**src/rtl/lcdfmt_pkg.sv**
```systemverilog
// Shared types, character codes and controller/datapath interface structs.
`timescale 1ns / 1ps

package lcdfmt_pkg;

  // Request kinds.
  localparam logic [2:0] KIND_CHAR = 3'd0;
  localparam logic [2:0] KIND_UDEC = 3'd1;
  localparam logic [2:0] KIND_SDEC = 3'd2;
  localparam logic [2:0] KIND_HEX  = 3'd3;
  localparam logic [2:0] KIND_BIN  = 3'd4;

  // Display rows that get a set-address command.
  localparam logic [1:0] LINE_ONE = 2'd1;
  localparam logic [1:0] LINE_TWO = 2'd2;

  // Bus codes.
  localparam logic [7:0] CMD_SET_ADDR = 8'h80;
  localparam logic [7:0] LINE2_OFFSET = 8'h40;
  localparam logic [7:0] CHAR_ZERO    = 8'h30;
  localparam logic [7:0] CHAR_UPPER_A = 8'h41;
  localparam logic [7:0] CHAR_PLUS    = 8'h2B;
  localparam logic [7:0] CHAR_MINUS   = 8'h2D;

  // Digit count limits per kind.
  localparam logic [4:0] MAX_DEC_DIGITS = 5'd5;
  localparam logic [4:0] MAX_HEX_DIGITS = 5'd4;
  localparam logic [4:0] MAX_BIN_DIGITS = 5'd16;

  // Binary to BCD conversion: a 17-bit magnitude into five BCD digits.
  localparam int MAG_W      = 17;
  localparam int BCD_DIGITS = 5;
  localparam int BCD_W      = 4 * BCD_DIGITS;
  localparam int CONV_STEPS = MAG_W;

  typedef struct packed {
    logic [2:0]  kind;
    logic [1:0]  line;
    logic [4:0]  column;
    logic [15:0] value;
    logic [4:0]  digit_count;
  } req_t;

  typedef struct packed {
    logic       is_data;
    logic [7:0] bus_byte;
    logic       last;
  } res_t;

  // Which byte the datapath puts on the bus.
  typedef enum logic [1:0] {
    WR_ADDR  = 2'd0,
    WR_SIGN  = 2'd1,
    WR_CHAR  = 2'd2,
    WR_DIGIT = 2'd3
  } wr_sel_t;

  typedef struct packed {
    logic    load;
    logic    conv_step;
    logic    emit;
    wr_sel_t sel;
    logic    last;
    logic    pos_dec;
  } ctrl_cmd_t;

  typedef struct packed {
    logic kind_bad;
    logic kind_char;
    logic kind_signed;
    logic kind_decimal;
    logic line_ok;
    logic conv_done;
    logic pos_zero;
    logic pos_one;
  } dp_status_t;

endpackage

```
**src/rtl/lcdfmt_ctrl.sv**
```systemverilog
// Controller state machine: sequences conversion and the bus writes of a request.
`timescale 1ns / 1ps

module lcdfmt_ctrl
  import lcdfmt_pkg::*;
(
  input  logic       clk,
  input  logic       rst,
  input  logic       start,
  input  dp_status_t status,
  output logic       busy,
  output ctrl_cmd_t  cmd
);

  typedef enum logic [5:0] {
    S_IDLE  = 6'b000001,
    S_CONV  = 6'b000010,
    S_ADDR  = 6'b000100,
    S_SIGN  = 6'b001000,
    S_CHAR  = 6'b010000,
    S_DIGIT = 6'b100000
  } state_t;

  state_t state;
  state_t state_next;
  state_t after_addr;
  logic   data_follows;

  assign busy = (state != S_IDLE);

  // Character and signed requests always write something after the address.
  assign data_follows = status.kind_char || status.kind_signed || !status.pos_zero;

  always_comb begin
    if (status.kind_char) begin
      after_addr = S_CHAR;
    end else if (status.kind_signed) begin
      after_addr = S_SIGN;
    end else if (!status.pos_zero) begin
      after_addr = S_DIGIT;
    end else begin
      after_addr = S_IDLE;
    end
  end

  always_comb begin
    state_next    = state;
    cmd           = '0;
    cmd.sel       = WR_ADDR;
    case (state)
      S_IDLE: begin
        if (start) begin
          cmd.load   = 1'b1;
          state_next = S_CONV;
        end
      end
      S_CONV: begin
        if (status.kind_bad) begin
          state_next = S_IDLE;
        end else if (status.kind_decimal && !status.conv_done) begin
          cmd.conv_step = 1'b1;
        end else if (status.line_ok) begin
          state_next = S_ADDR;
        end else begin
          state_next = after_addr;
        end
      end
      S_ADDR: begin
        cmd.emit   = 1'b1;
        cmd.sel    = WR_ADDR;
        cmd.last   = !data_follows;
        state_next = after_addr;
      end
      S_SIGN: begin
        cmd.emit   = 1'b1;
        cmd.sel    = WR_SIGN;
        cmd.last   = status.pos_zero;
        state_next = status.pos_zero ? S_IDLE : S_DIGIT;
      end
      S_CHAR: begin
        cmd.emit   = 1'b1;
        cmd.sel    = WR_CHAR;
        cmd.last   = 1'b1;
        state_next = S_IDLE;
      end
      S_DIGIT: begin
        cmd.emit    = 1'b1;
        cmd.sel     = WR_DIGIT;
        cmd.last    = status.pos_one;
        cmd.pos_dec = 1'b1;
        state_next  = status.pos_one ? S_IDLE : S_DIGIT;
      end
      default: begin
        state_next = S_IDLE;
      end
    endcase
  end

  always_ff @(posedge clk) begin
    if (rst) begin
      state <= S_IDLE;
    end else begin
      state <= state_next;
    end
  end

endmodule

```
**src/rtl/lcdfmt_datapath.sv**
```systemverilog
// Datapath: request registers, binary-to-BCD converter, byte select and output register.
`timescale 1ns / 1ps

module lcdfmt_datapath
  import lcdfmt_pkg::*;
(
  input  logic       clk,
  input  logic       rst,
  input  req_t       req,
  input  ctrl_cmd_t  cmd,
  output dp_status_t status,
  output logic       strobe,
  output res_t       result
);

  logic [2:0]       kind_r;
  logic [1:0]       line_r;
  logic [4:0]       column_r;
  logic [15:0]      value_r;
  logic             neg_r;
  logic [4:0]       pos;
  logic [MAG_W-1:0] mag;
  logic [BCD_W-1:0] bcd;
  logic [4:0]       conv_cnt;

  logic [4:0]       max_digits;
  logic [4:0]       sat_count;
  logic             req_neg;
  logic [BCD_W-1:0] bcd_adj;
  logic [4:0]       idx;
  logic [3:0]       digit;
  logic [7:0]       digit_char;
  logic [7:0]       addr_sum;
  res_t             wr;

  // Digit count saturation by kind.
  always_comb begin
    if (req.kind == KIND_HEX) begin
      max_digits = MAX_HEX_DIGITS;
    end else if (req.kind == KIND_BIN) begin
      max_digits = MAX_BIN_DIGITS;
    end else begin
      max_digits = MAX_DEC_DIGITS;
    end
    sat_count = (req.digit_count > max_digits) ? max_digits : req.digit_count;
  end

  assign req_neg = (req.kind == KIND_SDEC) && req.value[15];

  // Double dabble: bias every BCD digit of five or more by three before the shift.
  always_comb begin
    for (int i = 0; i < BCD_DIGITS; i++) begin
      bcd_adj[4*i +: 4] = (bcd[4*i +: 4] >= 4'd5) ? bcd[4*i +: 4] + 4'd3 : bcd[4*i +: 4];
    end
  end

  always_ff @(posedge clk) begin
    if (cmd.load) begin
      kind_r   <= req.kind;
      line_r   <= req.line;
      column_r <= req.column;
      value_r  <= req.value;
      neg_r    <= req_neg;
      pos      <= sat_count;
      mag      <= req_neg ? (MAG_W'(17'h10000) - {1'b0, req.value}) : {1'b0, req.value};
      bcd      <= '0;
      conv_cnt <= '0;
    end else begin
      if (cmd.conv_step) begin
        bcd      <= {bcd_adj[BCD_W-2:0], mag[MAG_W-1]};
        mag      <= {mag[MAG_W-2:0], 1'b0};
        conv_cnt <= conv_cnt + 5'd1;
      end
      if (cmd.pos_dec) begin
        pos <= pos - 5'd1;
      end
    end
  end

  assign status.kind_bad     = (kind_r > KIND_BIN);
  assign status.kind_char    = (kind_r == KIND_CHAR);
  assign status.kind_signed  = (kind_r == KIND_SDEC);
  assign status.kind_decimal = (kind_r == KIND_UDEC) || (kind_r == KIND_SDEC);
  assign status.line_ok      = (line_r == LINE_ONE) || (line_r == LINE_TWO);
  assign status.conv_done    = (conv_cnt == 5'(CONV_STEPS));
  assign status.pos_zero     = (pos == 5'd0);
  assign status.pos_one      = (pos == 5'd1);

  // The digit written is the one at position pos-1, most significant first.
  assign idx = pos - 5'd1;

  always_comb begin
    if (kind_r == KIND_HEX) begin
      digit = 4'(value_r >> {idx[1:0], 2'b00});
    end else if (kind_r == KIND_BIN) begin
      digit = {3'b000, value_r[idx[3:0]]};
    end else begin
      digit = 4'(bcd >> {idx[2:0], 2'b00});
    end
    if (digit < 4'd10) begin
      digit_char = CHAR_ZERO + {4'b0000, digit};
    end else begin
      digit_char = CHAR_UPPER_A + {4'b0000, digit} - 8'd10;
    end
  end

  // Column is counted from one; the sum wraps to eight bits.
  assign addr_sum = {3'b000, column_r} + 8'hFF + ((line_r == LINE_TWO) ? LINE2_OFFSET : 8'h00);

  always_comb begin
    wr.last = cmd.last;
    case (cmd.sel)
      WR_ADDR: begin
        wr.is_data  = 1'b0;
        wr.bus_byte = CMD_SET_ADDR | addr_sum;
      end
      WR_SIGN: begin
        wr.is_data  = 1'b1;
        wr.bus_byte = neg_r ? CHAR_MINUS : CHAR_PLUS;
      end
      WR_CHAR: begin
        wr.is_data  = 1'b1;
        wr.bus_byte = value_r[7:0];
      end
      WR_DIGIT: begin
        wr.is_data  = 1'b1;
        wr.bus_byte = digit_char;
      end
      default: begin
        wr.is_data  = 1'b1;
        wr.bus_byte = digit_char;
      end
    endcase
  end

  always_ff @(posedge clk) begin
    if (rst) begin
      strobe <= 1'b0;
    end else begin
      strobe <= cmd.emit;
    end
  end

  always_ff @(posedge clk) begin
    if (cmd.emit) begin
      result <= wr;
    end
  end

endmodule

```
**src/rtl/lcd_number_text_formatter_top.sv**
```systemverilog
// Top level of the character-LCD number formatter.
`timescale 1ns / 1ps

// A request is taken when start is high and busy is low. It first passes through
// the converter state, where decimal kinds also run the bit-serial binary-to-BCD
// conversion. The bus writes then follow one per clock with no gaps: an optional
// set-address command, then either the character for a character request or a
// sign for signed decimal and the digits, the last write flagged by last. Each
// write is held on result for exactly one cycle with strobe high and cannot be
// stalled, so the receiver must take it then. Kinds 5 to 7 produce no writes.
module lcd_number_text_formatter_top
  import lcdfmt_pkg::*;
(
  input  logic clk,
  input  logic rst,
  input  logic start,
  output logic busy,
  input  req_t req,
  output logic strobe,
  output res_t result
);

  ctrl_cmd_t  cmd;
  dp_status_t status;

  lcdfmt_ctrl u_ctrl (
    .clk    (clk),
    .rst    (rst),
    .start  (start),
    .status (status),
    .busy   (busy),
    .cmd    (cmd)
  );

  lcdfmt_datapath u_datapath (
    .clk    (clk),
    .rst    (rst),
    .req    (req),
    .cmd    (cmd),
    .status (status),
    .strobe (strobe),
    .result (result)
  );

endmodule

```
**config.mk**
```make
export PLATFORM = sky130hd
export DESIGN_NAME = lcd_number_text_formatter_top
export DESIGN_NICKNAME = d
export VERILOG_FILES = /design/src/rtl/lcdfmt_pkg.sv /design/src/rtl/lcdfmt_ctrl.sv /design/src/rtl/lcdfmt_datapath.sv /design/src/rtl/lcd_number_text_formatter_top.sv
export SDC_FILE = /design/constraint.sdc
export NUM_CORES = 1
export LEC_CHECK = 0
export BUFFER_PORTS_ARGS = -buffer_cell sky130_fd_sc_hd__buf_2
export CAP_MARGIN = 20
export CORE_MARGIN = 1
export CORE_UTILIZATION = 35
export DETAILED_ROUTE_END_ITERATION = 10
export GPL_ROUTABILITY_DRIVEN = 0
export GPL_TIMING_DRIVEN = 0
export SYNTH_ARGS = -nofsm -noshare
export SYNTH_HDL_FRONTEND = slang
export SYNTH_SLANG_ARGS = --single-unit
```
**constraint.sdc**
```tcl
create_clock -name clk -period 7.8 [get_ports clk]
set_clock_uncertainty 0.15 [all_clocks]
set_input_delay 1.56 -clock clk [delete_from_list [all_inputs] [get_ports clk]]
set_output_delay 1.56 -clock clk [all_outputs]
set_load 0.05 [all_outputs]
```
==> summary.txt <==
Status = complete, no violations
Worst slew margin = 41.3%
Routed Antenna Nets = 0
Slowest CP cell = mux4_2
Critical Path Max Stage Delay = 0.47 ns
Num CTS Buffers = 9
Number of distinct library cells after synthesis = 59
Critical path buffers and inverters = 4
Top cells by area, synth = edfxtp_1, dfxtp_1, ha_1, nand2_1, mux4_2
I/O pin total = 46
PortBufs = 45
Drt wl/cell = 16.0 µm
Final hold vios = 0
MaxCap Viol Count = 0
Initial core utilization = 36.4%
DP HPWL = 9.19 mm
Largest net degree at the start of global routing = 37
Final Max Tran Viols = 0
CP Depth = 11
Crit path max-delay family = buffers and inverters
Seq/Total Area, Yosys = 46.8%
Min-delay worst type = register to register
Vias per inst = 5.42
Mean post-synth cell area = 9.84 µm²
Core Util, Final = 41.5%
Met2 usage = 26.6%
Startpoint types = register
Setup Fix Bufs, Post-CTS = 0
WS Path Type = register to register
Routed WL = 12.2 mm
Worst R2R Start = u_datapath.pos[0]$_DFFE_PP_
Post-synth top area share = 34.4%
Req. time, crit path = 7.83 ns
Clock tree root driver cell = clkbuf_16
Total gr overflow = 0
Post-Syn Instances = 524
Number of synthesized flops with an enable pin = 59
Pleak = 2.11 nW
CTS hold repair buffers = 0
Primary FF master, synth = edfxtp_1
Drt drc = 0
Drt pass-1 iters = 4
Worst EP arrival = 3.93 ns
Row cnt = 43
# setup viols final = 0
Via count = 4,143
Die area = 15,200 µm²
Total track usage = 17.2%
Synthesis Warnings = 0
Largest fanout on the critical path = 10
Critical-path cell list = buf_2 > buf_2 > inv_1 > ha_1 > buf_2 > mux4_2 > mux4_2 > o221ai_1 > ha_1 > a221o_1 > a32oi_1
Num Clock Sinks = 91
Met3 usage = 3.64%
Top cell by count, worst path = buf_2
Peak VDD IR = 101 µV
Met1 Usage GRT = 23.3%
GRT Max-Usage Layer = met2
Cell taking the most area after synthesis = edfxtp_1
First-pass GRT wire length = 19.9 mm
Hold path cells = 2
Crit path launch = u_datapath.pos[0]$_DFFE_PP_
Seq cells post-synth = 91
Max Root-Sink Buffers = 2
Min-delay src = u_datapath.bcd[17]$_SDFFE_PP0P_
Area of the mapped netlist = 5160 µm²
Syn Nets = 580
Ant diodes = 0
CTS tree = yes
Post_cts resized = 0
Total negative setup slack = 0 ns
Final period demand of the worst path = 3.90 ns
Crit. End Element = register
Die X = 123 µm
Layout area overhead = 13.9%
Core area = 14,100 µm²
Power per cell area = 190 nW/µm²
Clock latency on the worst-skew pair = 0.35 ns
Share of cells above drive strength 1 = 15.6%
Max Clk Rate = 0.257 GHz
Vias in the first global route = 3,966
Die height = 123 µm
H-tree levels = 3
R2R cell count = 11
Initial antenna violation count = 0
Clock-pin slew on the worst setup and hold paths = 0.06 ns
Fin crit share = 50.0%
Asr flop ratio synth = 0%
Final net count = 637
Iter 0 DRT Violations = 216
RSZ-0062 raised after global routing = no
Tightest Pin Transition = 0.881 ns
## cells in the mapped netlist (3+ instances only)
| library cell | n |
|---|---|
| clkbuf_1 | 20 |
| inv_1 | 26 |
| buf_2 | 4 |
| o21ai_0 | 37 |
| o22ai_1 | 6 |
| nand4_1 | 9 |
| nor3b_1 | 5 |
| xor2_1 | 13 |
| edfxtp_1 | 59 |
| nor2_1 | 41 |
| mux4_2 | 11 |
| dfxtp_1 | 32 |
| a21oi_1 | 40 |
| mux2i_1 | 4 |
| ha_1 | 22 |
| nand2b_1 | 8 |
| and2_1 | 4 |
| a211oi_1 | 7 |
| or3_1 | 4 |
| nand2_1 | 69 |
| nand3_1 | 12 |
| mux2_2 | 5 |
| a31oi_1 | 5 |
| nor3_1 | 12 |
| xnor2_1 | 19 |
| a211o_1 | 3 |
## worst paths after layout
kind | to | slack, ns
setup reg to reg | u_datapath.result[2]$_DFFE_PP_ | 3.90
setup / recovery | u_datapath.result[2]$_DFFE_PP_ | 3.90
hold reg to reg | u_datapath.bcd[17]$_SDFFE_PP0P_ | 0.35
hold / removal | u_datapath.bcd[17]$_SDFFE_PP0P_ | 0.35
## metal layers
layer | wire (µm) | vias up | part of all wire, %
met5 | 0 | - | 0
met4 | 307 | 0 | 2.5
met3 | 701 | 20 | 5.7
met2 | 5430 | 129 | 44
met1 | 5800 | 1963 | 47
li1 | - | 2031 | -
## cells by family after synthesis
kind of cell               share of synthesized area, %
AOI/OAI and AO/OA                                  14.8
buffers and inverters                              4.10
adders and majority gates                          5.34
muxes                                              6.67
xor gates and xnor gates                           5.43
and+or+nand+nor                                    16.8
DFF                                                46.8
## sequential cells by signal (all words and copies together) (netlist names)
register             count
u_datapath.neg_r         1
u_datapath.pos           5
u_datapath.bcd          20
u_datapath.value_r      16
u_datapath.result       10
u_datapath.kind_r        3
u_datapath.line_r        2
u_datapath.conv_cnt      5
u_datapath.mag          17
u_datapath.column_r      5
u_ctrl.state             6
u_datapath.strobe        1
## final cells by class
cell class,count,area [µm²]
timing repair buffer,46,230
buffer,25,108
tap,180,225
fill,1372,8280
clock buffer,10,229
inverter,28,105
multi-input combinational,380,2530
sequential,91,2410
clock inverter,5,31.3
## metrics by stage
| stage | hold WS [ns] | std cells | setup WS, ns | power (mW) | instance area [µm²] |
|---|---|---|---|---|---|
| 2_1_floorplan | 0.308 | 524 | 4.06 | 0.680 | 5160 |
| 3_3_place_gp | 0.332 | 749 | 3.46 | 0.728 | 5610 |
| 3_5_place_dp | 0.338 | 750 | 3.75 | 0.733 | 5610 |
| 4_1_cts | 0.347 | 765 | 3.88 | 1.13 | 5870 |
| 5_1_grt | 0.357 | 765 | 3.64 | 1.16 | 5870 |
| 6_report | 0.352 | 765 | 3.90 | 1.12 | 5870 |
## tightest hold or removal path, stage by stage, from the launching register on
cell	delay [ns]
dfxtp_1	0.34
nand2_1	0.07
a21oi_1	0.05
## placed cells by master, fill, tap and decap left out, types with 5 or more instances in the layout
cell type,instances
a21oi_1,40
mux2_2,5
a211oi_1,7
a31oi_1,5
nand2b_1,8
nand3_1,12
clkbuf_16,9
nor3_1,12
edfxtp_1,59
xnor2_1,19
buf_2,50
o21ai_0,37
dfxtp_1,32
clkbuf_1,20
nor2_1,41
mux4_2,11
nand4_1,9
inv_1,26
xor2_1,13
nor3b_1,5
ha_1,22
nand2_1,69
o22ai_1,6
## power by group
group | total (mW) | internal [mW] | switching, mW | leakage (nW)
logic | 0.162 | 0.0640 | 0.0979 | 1.17
registers | 0.561 | 0.547 | 0.0141 | 0.825
clock network | 0.396 | 0.213 | 0.184 | 0.118
No activity file was read; power rests on OpenSTA's default activity.
